<file path="config.mk">
export PLATFORM = sky130hd
export DESIGN_NAME = start_code_unit_splitter
export DESIGN_NICKNAME = d
export VERILOG_FILES = /design/src/scu_pkg.sv /design/src/start_code_unit_splitter.sv /design/src/scu_in_stage.sv /design/src/scu_core.sv /design/src/scu_out_fifo.sv
export SDC_FILE = /design/constraint.sdc
export NUM_CORES = 1
export LEC_CHECK = 0
export ABC_AREA = 1
export BUFFER_PORTS_ARGS = -buffer_cell sky130_fd_sc_hd__buf_2
export CORE_MARGIN = 8
export CORE_UTILIZATION = 45
export CTS_CLUSTER_DIAMETER = 60
export DETAILED_ROUTE_END_ITERATION = 8
export PLACE_DENSITY_LB_ADDON = 0.3
export SLEW_MARGIN = 10
export SYNTH_ARGS = -nofsm -noshare
export SYNTH_HDL_FRONTEND = slang
export SYNTH_SLANG_ARGS = --single-unit
</file>
<file path="constraint.sdc">
create_clock -name i_clk -period 12 [get_ports i_clk]
set_input_delay 0.6 -clock i_clk [delete_from_list [all_inputs] [get_ports i_clk]]
set_output_delay 0.6 -clock i_clk [all_outputs]
set_load 0.02 [all_outputs]
</file>
<file path="src/scu_pkg.sv">
`default_nettype none

package scu_pkg;

    localparam int TYPE_BITS   = 3;
    localparam int LEN_BITS    = 32;
    localparam int INDEX_BITS  = 16;
    localparam int COUNT_BITS  = 16;

    localparam logic [7:0]            START_CODE_TAIL = 8'h01;
    localparam logic [7:0]            ZERO_BYTE       = 8'h00;
    localparam int                    HDR_SKIP_BIT    = 7;
    localparam int                    HDR_TYPE_LSB    = 4;
    localparam logic [1:0]            ZERO_RUN_FULL   = 2'd2;
    localparam logic [COUNT_BITS-1:0] MAX_UNITS_RESET = 16'hFFFF;
    localparam logic [INDEX_BITS-1:0] INDEX_LIMIT     = 16'hFFFF;

    typedef struct packed {
        logic                  closed_by_end;
        logic [INDEX_BITS-1:0] unit_index;
        logic [LEN_BITS-1:0]   payload_length;
        logic [LEN_BITS-1:0]   payload_offset;
        logic [TYPE_BITS-1:0]  unit_type;
    } t_result;

endpackage

`default_nettype wire

</file>
<file path="src/start_code_unit_splitter.sv">
// Channel   Dir  Beat contents
// s_axis    in   tdata: byte_value[7:0]; tlast: final_byte
// m_axis    out  tdata: offset[31:0], length[63:32], index[79:64]; tuser: type[2:0], end[3]
// cfg       in   i_cfg_wr_data: max_units, written when i_cfg_wr_en is high
//
// One input beat is taken every clock while the output queue is not full; a beat passes
// an input register, then the scanner logic, and its result leaves through a two-entry output queue.
// A result reaches m_axis once its byte has passed the input register and been written into the output queue.
// Reset is synchronous; the unit limit returns to 65535 and all stream state clears.
// When the output queue is full, the scanner holds and s_axis_tready drops once the input register holds a beat.

`default_nettype none

module start_code_unit_splitter #(
    parameter int OFFSET_BITS = 32
) (
    input  wire logic        i_clk,
    input  wire logic        i_rst_n,
    input  wire logic        i_cfg_wr_en,
    input  wire logic [15:0] i_cfg_wr_data,
    input  wire logic        s_axis_tvalid,
    output logic             s_axis_tready,
    input  wire logic [7:0]  s_axis_tdata,   // byte_value[7:0]
    input  wire logic        s_axis_tlast,
    output logic             m_axis_tvalid,
    input  wire logic        m_axis_tready,
    output logic [79:0]      m_axis_tdata,   // payload_offset, payload_length, unit_index
    output logic [3:0]       m_axis_tuser    // unit_type[2:0], closed_by_end[3]
);

    logic             in_valid;
    logic [7:0]       in_byte;
    logic             in_final;
    logic             fifo_full;
    logic             fire;
    logic             res_valid;
    scu_pkg::t_result res;
    scu_pkg::t_result out_res;

    assign fire = in_valid && !fifo_full;

    scu_in_stage u_in_stage (
        .i_clk   (i_clk),
        .i_rst_n (i_rst_n),
        .i_valid (s_axis_tvalid),
        .o_ready (s_axis_tready),
        .i_byte  (s_axis_tdata),
        .i_final (s_axis_tlast),
        .i_take  (fire),
        .o_valid (in_valid),
        .o_byte  (in_byte),
        .o_final (in_final)
    );

    scu_core #(
        .OFFSET_BITS (OFFSET_BITS)
    ) u_core (
        .i_clk         (i_clk),
        .i_rst_n       (i_rst_n),
        .i_cfg_wr_en   (i_cfg_wr_en),
        .i_cfg_wr_data (i_cfg_wr_data),
        .i_fire        (fire),
        .i_byte        (in_byte),
        .i_final       (in_final),
        .o_res_valid   (res_valid),
        .o_res         (res)
    );

    scu_out_fifo u_out_fifo (
        .i_clk   (i_clk),
        .i_rst_n (i_rst_n),
        .i_push  (res_valid),
        .i_data  (res),
        .o_full  (fifo_full),
        .o_valid (m_axis_tvalid),
        .i_ready (m_axis_tready),
        .o_data  (out_res)
    );

    assign m_axis_tdata = {out_res.unit_index, out_res.payload_length, out_res.payload_offset};
    assign m_axis_tuser = {out_res.closed_by_end, out_res.unit_type};

endmodule

`default_nettype wire

</file>
<file path="src/scu_in_stage.sv">
`default_nettype none

module scu_in_stage (
    input  wire logic       i_clk,
    input  wire logic       i_rst_n,
    input  wire logic       i_valid,
    output logic            o_ready,
    input  wire logic [7:0] i_byte,
    input  wire logic       i_final,
    input  wire logic       i_take,
    output logic            o_valid,
    output logic [7:0]      o_byte,
    output logic            o_final
);

    logic       r_valid;
    logic [7:0] r_byte;
    logic       r_final;

    assign o_ready = !r_valid || i_take;
    assign o_valid = r_valid;
    assign o_byte  = r_byte;
    assign o_final = r_final;

    always_ff @(posedge i_clk) begin
        if (!i_rst_n) begin
            r_valid <= 1'b0;
        end else if (o_ready) begin
            r_valid <= i_valid;
        end
    end

    always_ff @(posedge i_clk) begin
        if (o_ready && i_valid) begin
            r_byte  <= i_byte;
            r_final <= i_final;
        end
    end

endmodule

`default_nettype wire

</file>
<file path="src/scu_core.sv">
`default_nettype none

module scu_core #(
    parameter int OFFSET_BITS = 32
) (
    input  wire logic                                  i_clk,
    input  wire logic                                  i_rst_n,
    input  wire logic                                  i_cfg_wr_en,
    input  wire logic [scu_pkg::COUNT_BITS-1:0]        i_cfg_wr_data,
    input  wire logic                                  i_fire,
    input  wire logic [7:0]                            i_byte,
    input  wire logic                                  i_final,
    output logic                                       o_res_valid,
    output scu_pkg::t_result                           o_res
);

    typedef enum logic [1:0] {
        PH_HUNT,
        PH_HEADER,
        PH_UNIT,
        PH_DONE
    } t_phase;

    localparam logic [OFFSET_BITS-1:0] POS_MAX = '1;
    localparam logic [OFFSET_BITS-1:0] SC_BACK = OFFSET_BITS'(2);
    localparam logic [OFFSET_BITS-1:0] ONE     = OFFSET_BITS'(1);

    t_phase                            r_phase, n_phase;
    logic [1:0]                        r_zero_run, n_zero_run;
    logic [OFFSET_BITS-1:0]            r_pos, n_pos;
    logic [OFFSET_BITS-1:0]            r_start, n_start;
    logic [scu_pkg::TYPE_BITS-1:0]     r_type, n_type;
    logic [scu_pkg::INDEX_BITS-1:0]    r_emitted, n_emitted;
    logic [scu_pkg::COUNT_BITS-1:0]    r_max_units;

    logic                              start_code;
    logic [1:0]                        zero_next;
    logic [OFFSET_BITS-1:0]            pos_inc;
    logic [OFFSET_BITS:0]              diff;
    logic                              borrow;
    logic [OFFSET_BITS-1:0]            span;
    logic [OFFSET_BITS-1:0]            len_code;
    logic [OFFSET_BITS-1:0]            len_end;
    logic                              res_valid;
    scu_pkg::t_result                  res;

    assign start_code = (i_byte == scu_pkg::START_CODE_TAIL) &&
                        (r_zero_run == scu_pkg::ZERO_RUN_FULL);
    assign zero_next  = (i_byte != scu_pkg::ZERO_BYTE) ? 2'd0 :
                        (r_zero_run == scu_pkg::ZERO_RUN_FULL) ? scu_pkg::ZERO_RUN_FULL :
                        r_zero_run + 2'd1;
    assign pos_inc    = (r_pos == POS_MAX) ? r_pos : r_pos + ONE;

    // Payload length from the distance between the current byte and the payload start.
    assign diff     = {1'b0, r_pos} - {1'b0, r_start};
    assign borrow   = diff[OFFSET_BITS];
    assign span     = diff[OFFSET_BITS-1:0];
    assign len_code = (!borrow && (span > SC_BACK)) ? span - SC_BACK : '0;
    assign len_end  = borrow ? '0 : ((r_pos == POS_MAX) ? span : span + ONE);

    always_comb begin
        n_phase    = r_phase;
        n_zero_run = r_zero_run;
        n_pos      = pos_inc;
        n_start    = r_start;
        n_type     = r_type;
        n_emitted  = r_emitted;
        res_valid  = 1'b0;
        res.unit_type      = r_type;
        res.payload_offset = 32'(r_start);
        res.payload_length = 32'(len_code);
        res.unit_index     = r_emitted;
        res.closed_by_end  = 1'b0;

        case (r_phase)
            PH_HUNT: begin
                if (start_code) begin
                    n_phase = PH_HEADER;
                end
                n_zero_run = zero_next;
            end
            PH_HEADER: begin
                n_zero_run = 2'd0;
                if (i_byte[scu_pkg::HDR_SKIP_BIT]) begin
                    n_phase = PH_HUNT;
                end else if (r_emitted >= r_max_units) begin
                    n_phase = PH_DONE;
                end else begin
                    n_type  = i_byte[scu_pkg::HDR_TYPE_LSB +: scu_pkg::TYPE_BITS];
                    n_start = pos_inc;
                    n_phase = PH_UNIT;
                end
            end
            PH_UNIT: begin
                if (start_code) begin
                    res_valid  = 1'b1;
                    n_phase    = PH_HEADER;
                    n_zero_run = 2'd0;
                    if (r_emitted != scu_pkg::INDEX_LIMIT) begin
                        n_emitted = r_emitted + 1'b1;
                    end
                end else begin
                    n_zero_run = zero_next;
                end
            end
            PH_DONE: begin
                n_zero_run = zero_next;
            end
            default: begin
                n_phase = PH_HUNT;
            end
        endcase

        if (i_final) begin
            if (n_phase == PH_UNIT && !res_valid) begin
                res_valid          = 1'b1;
                res.unit_type      = n_type;
                res.payload_offset = 32'(n_start);
                res.payload_length = (r_phase == PH_HEADER) ? '0 : 32'(len_end);
                res.closed_by_end  = 1'b1;
            end
            n_phase    = PH_HUNT;
            n_zero_run = 2'd0;
            n_pos      = '0;
            n_start    = '0;
            n_type     = '0;
            n_emitted  = '0;
        end
    end

    assign o_res_valid = i_fire && res_valid;
    assign o_res       = res;

    always_ff @(posedge i_clk) begin
        if (!i_rst_n) begin
            r_phase     <= PH_HUNT;
            r_zero_run  <= 2'd0;
            r_pos       <= '0;
            r_start     <= '0;
            r_type      <= '0;
            r_emitted   <= '0;
            r_max_units <= scu_pkg::MAX_UNITS_RESET;
        end else begin
            if (i_cfg_wr_en) begin
                r_max_units <= i_cfg_wr_data;
            end
            if (i_fire) begin
                r_phase    <= n_phase;
                r_zero_run <= n_zero_run;
                r_pos      <= n_pos;
                r_start    <= n_start;
                r_type     <= n_type;
                r_emitted  <= n_emitted;
            end
        end
    end

    a_final_clears: assert property (@(posedge i_clk) disable iff (!i_rst_n)
        i_fire && i_final |=> r_phase == PH_HUNT && r_pos == '0 && r_emitted == '0)
        else $error("stream state not cleared after the final beat");

    a_code_close_in_unit: assert property (@(posedge i_clk) disable iff (!i_rst_n)
        o_res_valid && !o_res.closed_by_end |-> r_phase == PH_UNIT && start_code)
        else $error("unit closed by a start code outside an open unit");

    a_zero_run_sat: assert property (@(posedge i_clk) disable iff (!i_rst_n)
        r_zero_run != 2'd3)
        else $error("zero run counter passed its saturation value");

    a_pos_advances: assert property (@(posedge i_clk) disable iff (!i_rst_n)
        i_fire && !i_final |=> r_pos != '0)
        else $error("byte position did not advance");

    a_end_close_on_final: assert property (@(posedge i_clk) disable iff (!i_rst_n)
        o_res_valid && o_res.closed_by_end |-> i_final)
        else $error("unit closed by stream end without a final beat");

endmodule

`default_nettype wire

</file>
<file path="src/scu_out_fifo.sv">
`default_nettype none

module scu_out_fifo (
    input  wire logic             i_clk,
    input  wire logic             i_rst_n,
    input  wire logic             i_push,
    input  wire scu_pkg::t_result i_data,
    output logic                  o_full,
    output logic                  o_valid,
    input  wire logic             i_ready,
    output scu_pkg::t_result      o_data
);

    scu_pkg::t_result r_mem [2];
    logic             r_wr_ptr;
    logic             r_rd_ptr;
    logic [1:0]       r_count;
    logic             pop;

    assign o_full  = (r_count == 2'd2);
    assign o_valid = (r_count != 2'd0);
    assign o_data  = r_mem[r_rd_ptr];
    assign pop     = o_valid && i_ready;

    always_ff @(posedge i_clk) begin
        if (!i_rst_n) begin
            r_wr_ptr <= 1'b0;
            r_rd_ptr <= 1'b0;
            r_count  <= 2'd0;
        end else begin
            if (i_push) begin
                r_wr_ptr <= !r_wr_ptr;
            end
            if (pop) begin
                r_rd_ptr <= !r_rd_ptr;
            end
            if (i_push && !pop) begin
                r_count <= r_count + 2'd1;
            end else if (pop && !i_push) begin
                r_count <= r_count - 2'd1;
            end
        end
    end

    always_ff @(posedge i_clk) begin
        if (i_push) begin
            r_mem[r_wr_ptr] <= i_data;
        end
    end

endmodule

`default_nettype wire

</file>
==> impl.org <==
** Status
- The run finished with clean final reports.

** Worst setup path
- Crit path capture type :: flip-flop
- STA classifies the critical path startpoint as a flip-flop.
- Maximum fanout encountered on the critical timing path :: 21
- Delay of the slowest cell on the worst path :: around 0.43 ns
- Worst r2r path cells :: 18
- The cell family contributing the most delay on the critical path is simple AND/OR/NAND/NOR gates.
- Data arrives at the worst endpoint at 3.93 ns.
- Among all stages on the critical path, the largest delay is contributed by sky130_fd_sc_hd__fa_1.
- STA puts the critical path data required time at between 10 and 15 ns.
- The worst register-to-register path ends at u_out_fifo.r_mem[1][48].
- Dominant cell type by count on the critical path :: sky130_fd_sc_hd__nand2_1
- The signal on the critical path passes through inv_1, ha_1, inv_1, fa_1, nand2_2, nand2_2, nand4_1, nand3_2, nand2_1, nand2_1, nand2_1, nand2_1, nor2_1, nand2_1, nor2_2, nand2_1, nand2_2, o21ai_0.
- Worst path buffer plus inverter count :: 2
- The worst register-to-register path begins at u_core.r_pos[0].
- By startpoint and endpoint, the worst setup path is classified as flip-flop to flip-flop.
- The worst register-to-register path has a setup slack of roughly 8.4 ns.

** Place
- Placed Cells incl. Taps :: ~2,900
- After detailed placement, the total cell area comes to around 0.019 sq mm.
- Total of buffers placed on input and output ports :: 115
- Routability-driven placement finished with a final weighted congestion of between 0.9 and 1.
- DP HPWL :: 35.8 mm

** CTS
- Later-pin clock latency in the skew report :: 0.59 ns
- Register clock-pin slew on the reported worst setup and hold paths :: roughly 0.06 ns
- Clock tree synthesis selected as its root buffer the cell sky130_fd_sc_hd__clkbuf_16.
- Number of instances resized during post-cts repair :: 0
- Clock tree from TritonCTS :: yes
- Largest buffer count on any clock path :: 3
- In this run the number of H-tree levels came out at 1.
- Once the clock tree was built, the setup fixing pass inserted 0 buffers.
- In this run, post-CTS hold repair placed 0 buffers.
- For this design, the sink count on the clock tree is 286.
- Counting the buffers created by CTS gives 31.

** Power and ir drop
- In this run the power density over the cells is between 100 and 150 mW/mm^2.
- Static Leak :: around 8.5 nW
- Maximum vdd ir drop :: about 0.11 mV
- The design draws roughly 2.2 mW.

** Global routing
- The number of global-route vias before repair came to 14,801.
- The first global-routing pass estimated 76.2 mm of wire.
- Pin count of the biggest net entering global routing :: 98
- Global routing used approximately a fifth of the available tracks across all layers.
- Global routing finished with a remaining overflow of 0.
- The initial antenna violation count is 0.

** Detailed routing
- The routed design has ~47 mm of wire.
- Avg Vias per Cell :: about 5.2
- DRC violation count after routing :: 0
- Total vias in the final route :: approximately 15,000
- Starting DRC count in detailed routing :: 902
- Average wire per cell in the routed design :: between 15 and 20 microns
- Summed over all nets, wire length on met3 after detailed routing comes to 2.33 mm.
- Before antenna repair, the detailed router went through 7 iterations.
- Met2 routed WL :: between 20 and 25 mm
- Detailed-routing wirelength on met1 :: about 21 mm
- In this run the remaining antenna-violating nets after routing total 0.
- Highest layer used for signal routing :: met4

** Synthesis
- The synthesized netlist occupies a cell area of 0.0178 sq mm.
- The Yosys step of the flow raised 0 warnings.
- Summing the sequential cell areas from Yosys gives between 40% and 50% of the chip area.
- The synthesized design contains around 180 enable-type register cells.
- Flip-flop and latch count after synthesis :: roughly 290
- In the synthesized netlist the async set-or-reset flop fraction comes to 0%.
- Avg Inst Size Synth :: between 7 and 8 sq um
- Library cells used by synthesis :: between 40 and 50
- Among all flip-flop cells after synthesis, the most frequent one is sky130_fd_sc_hd__edfxtp_1.
- Gate Count Post-Synth :: between 2,000 and 2,500
- Net count after synthesis :: approximately 2,400

** Job
- Number of violations of the max-capacitance limit :: 0

** Floorplan
- The initialized floorplan defines 73 standard-cell rows.
- Die area :: around 0.046 sq mm
- In this run the horizontal extent of the chip is 215 microns.
- The die is 215 microns tall.
- The initial utilization of the core area, before any placement, comes to a little under half.
- about 120 I/O pins were placed.
- After floorplanning, the core was sized to cover between 0.03 and 0.04 sq mm.

** Cells and area
- Final-stage net count :: between 2,000 and 3,000
- Design Area, Final :: around 0.02 sq mm
- The post-route netlist has roughly 14% of its cells at a drive strength greater than 1.
- The repair_antennas step left the layout with diodes totalling 0.
- Final std cells w/o fill :: approximately 3,000
- Number of fillers in the final layout :: 3,822
- Compared with the post-synthesis result, the final layout area differs by 11.6%.

** Hold path
- Type of the tightest min-delay check :: primary input to flip-flop
- Worst hold path stage count :: 1
- The startpoint identified for the worst hold timing path is s_axis_tdata[6].
- Capture endpoint of the worst hold path :: u_in_stage.o_byte[6]

** Timing
- Period utilization :: around 30%
- Accumulated negative setup slack :: 0 ns
- The count of final hold-check violations was 0.
- Setup repair after global routing left no endpoint under its margin.
- Slew at the pin closest to its max-slew limit :: ~1.2 ns
- Achievable clock frequency :: about 0.28 GHz
- Worst max-slew margin expressed relative to the limit :: 17.6%
- Post-route minimum period :: ~3.6 ns
- Final setup violation count :: 0
- Between clock sinks in the finished design, the worst skew comes to between 0.015 and 0.02 ns.
- Slew Limit Fails :: 0
cell usage after synthesis, types with 2 or more instances:
master / count / area share [%]
sky130_fd_sc_hd__nand2_2: 32 / 1.1
sky130_fd_sc_hd__nor4_1: 7 / 0.25
sky130_fd_sc_hd__nand2_1: 767 / 16
sky130_fd_sc_hd__edfxtp_1: 177 / 30
sky130_fd_sc_hd__and3_1: 2 / 0.070
sky130_fd_sc_hd__nor2_2: 14 / 0.49
sky130_fd_sc_hd__nor2_1: 168 / 3.5
sky130_fd_sc_hd__o21ai_2: 5 / 0.25
sky130_fd_sc_hd__buf_2: 2 / 0.056
sky130_fd_sc_hd__o21ai_0: 106 / 3.0
sky130_fd_sc_hd__xnor2_1: 14 / 0.69
sky130_fd_sc_hd__inv_1: 267 / 5.6
sky130_fd_sc_hd__nand3b_1: 5 / 0.21
sky130_fd_sc_hd__o21ai_1: 9 / 0.25
sky130_fd_sc_hd__nand3_1: 128 / 3.6
sky130_fd_sc_hd__and2_1: 7 / 0.25
sky130_fd_sc_hd__nor2_4: 8 / 0.51
sky130_fd_sc_hd__nor3_1: 28 / 0.79
sky130_fd_sc_hd__o21a_1: 2 / 0.084
sky130_fd_sc_hd__mux2_2: 84 / 5.3
sky130_fd_sc_hd__inv_2: 8 / 0.17
sky130_fd_sc_hd__buf_6: 3 / 0.19
sky130_fd_sc_hd__xor2_1: 52 / 2.6
sky130_fd_sc_hd__o22ai_1: 9 / 0.32
sky130_fd_sc_hd__buf_1: 4 / 0.084
sky130_fd_sc_hd__o22ai_2: 3 / 0.21
sky130_fd_sc_hd__nand3_2: 15 / 0.84
sky130_fd_sc_hd__nand4_1: 31 / 1.1
sky130_fd_sc_hd__clkinv_1: 4 / 0.084
sky130_fd_sc_hd__nor3b_1: 2 / 0.084
sky130_fd_sc_hd__ha_1: 62 / 4.4
sky130_fd_sc_hd__clkbuf_1: 49 / 1.0
sky130_fd_sc_hd__dfxtp_1: 109 / 12
sky130_fd_sc_hd__nand2_4: 3 / 0.19
sky130_fd_sc_hd__a21oi_1: 128 / 3.6
registers in the layout, summed over array words and instances, names as in the netlist, named ones only:
name,count
u_out_fifo.r_wr_ptr,1
u_out_fifo.r_count,2
u_core.r_pos,32
u_in_stage.o_valid,1
u_in_stage.o_final,1
u_core.r_start,32
u_out_fifo.r_rd_ptr,1
u_out_fifo.r_mem,168
u_core.r_type,3
u_core.r_phase,2
u_core.r_emitted,16
u_in_stage.o_byte,8
u_core.r_zero_run,2
u_core.r_max_units,16
worst register-to-register path, stage by stage, from the launching register on:
cell and delay, ns:
sky130_fd_sc_hd__dfxtp_1 0.34, sky130_fd_sc_hd__inv_1 0.13, sky130_fd_sc_hd__ha_1 0.16, sky130_fd_sc_hd__inv_1 0.09
sky130_fd_sc_hd__fa_1 0.43, sky130_fd_sc_hd__nand2_2 0.09, sky130_fd_sc_hd__nand2_2 0.09, sky130_fd_sc_hd__nand4_1 0.19
sky130_fd_sc_hd__nand3_2 0.16, sky130_fd_sc_hd__nand2_1 0.16, sky130_fd_sc_hd__nand2_1 0.08, sky130_fd_sc_hd__nand2_1 0.08
sky130_fd_sc_hd__nand2_1 0.16, sky130_fd_sc_hd__nor2_1 0.15, sky130_fd_sc_hd__nand2_1 0.12, sky130_fd_sc_hd__nor2_2 0.16
sky130_fd_sc_hd__nand2_1 0.08, sky130_fd_sc_hd__nand2_2 0.42, sky130_fd_sc_hd__o21ai_0 0.23
final cells by class:
type / instances / area (sq um) / share of cell area (%)
Multi-Input combinational cell: 1703 / 9030 / 45.4
Timing Repair Buffer: 124 / 643 / 3.24
Tap cell: 525 / 657 / 3.31
Sequential cell: 286 / 7500 / 37.8
Inverter: 279 / 1050 / 5.28
Clock inverter: 17 / 161 / 0.813
Clock buffer: 41 / 823 / 4.15
layout by cell type, fill, tap and decap left out, types with 3 or more instances in the layout:
master and count:
sky130_fd_sc_hd__a21oi_1 128, sky130_fd_sc_hd__and2_1 7, sky130_fd_sc_hd__buf_2 115, sky130_fd_sc_hd__buf_4 9, sky130_fd_sc_hd__clkbuf_1 9, sky130_fd_sc_hd__clkbuf_16 31
sky130_fd_sc_hd__clkinv_1 8, sky130_fd_sc_hd__clkinv_2 7, sky130_fd_sc_hd__dfxtp_1 108, sky130_fd_sc_hd__edfxtp_1 177, sky130_fd_sc_hd__ha_1 62, sky130_fd_sc_hd__inv_1 266
sky130_fd_sc_hd__inv_2 8, sky130_fd_sc_hd__mux2_2 84, sky130_fd_sc_hd__nand2_1 767, sky130_fd_sc_hd__nand2_2 32, sky130_fd_sc_hd__nand2_4 3, sky130_fd_sc_hd__nand3_1 128
sky130_fd_sc_hd__nand3_2 15, sky130_fd_sc_hd__nand3b_1 5, sky130_fd_sc_hd__nand4_1 31, sky130_fd_sc_hd__nor2_1 166, sky130_fd_sc_hd__nor2_2 14, sky130_fd_sc_hd__nor2_4 10
sky130_fd_sc_hd__nor3_1 28, sky130_fd_sc_hd__nor4_1 7, sky130_fd_sc_hd__o21ai_0 105, sky130_fd_sc_hd__o21ai_1 9, sky130_fd_sc_hd__o21ai_2 5, sky130_fd_sc_hd__o22ai_1 9
sky130_fd_sc_hd__o22ai_2 3, sky130_fd_sc_hd__xnor2_1 14, sky130_fd_sc_hd__xor2_1 52
layer usage:
layer | vias to the layer above | global-route usage [%]
met5 | - | 0
met4 | 0 | 7.15
met3 | 93 | 2.88
met2 | 376 | 34.0
met1 | 7068 | 25.5
li1 | 7811 | -
how the worst max path moves through the flow:
| stage | startpoint | endpoint | depth (start not counted) |
|---|---|---|---|
| 6_report | u_core.r_pos[0] | u_out_fifo.r_mem[1][48] | 18 |
| 3_3_place_gp | u_core.r_emitted[7] | u_out_fifo.r_mem[1][51] | 15 |
| 2_1_floorplan | u_core.r_emitted[11] | u_out_fifo.r_mem[0][0] | 12 |
| 5_1_grt | u_core.r_pos[0] | u_out_fifo.r_mem[0][48] | 18 |
| 3_5_place_dp | u_core.r_emitted[11] | u_out_fifo.r_mem[1][51] | 13 |
| 4_1_cts | u_core.r_emitted[11] | u_out_fifo.r_mem[1][56] | 13 |
stage by stage:
step                      setup slack [ns]  hold WS [ns]  util [%]
after CTS                             8.36         0.162      50.4
after floorplan                       6.34         0.439         -
after global placement                8.41         0.451      47.9
after detailed placement              8.37         0.455      47.9
after global routing                  8.06         0.168      50.4
final                                 8.37         0.190      50.4
power breakdown:
part | total (mW) | internal (mW) | switching (mW)
Combinational | 0.199 | 0.0702 | 0.129
Clock | 0.923 | 0.529 | 0.394
Sequential | 1.07 | 1.06 | 0.0108
kinds of logic after synthesis:
kind of cell / synth area share, %
and+or+nand+nor: 29.6
buffers and inverters: 7.33
DFF: 42.1
AOI/OAI and AO/OA: 7.83
muxes: 5.37
xor gates and xnor gates: 3.25
adders and majority gates: 4.47
Power figures use the tool's default switching activity.
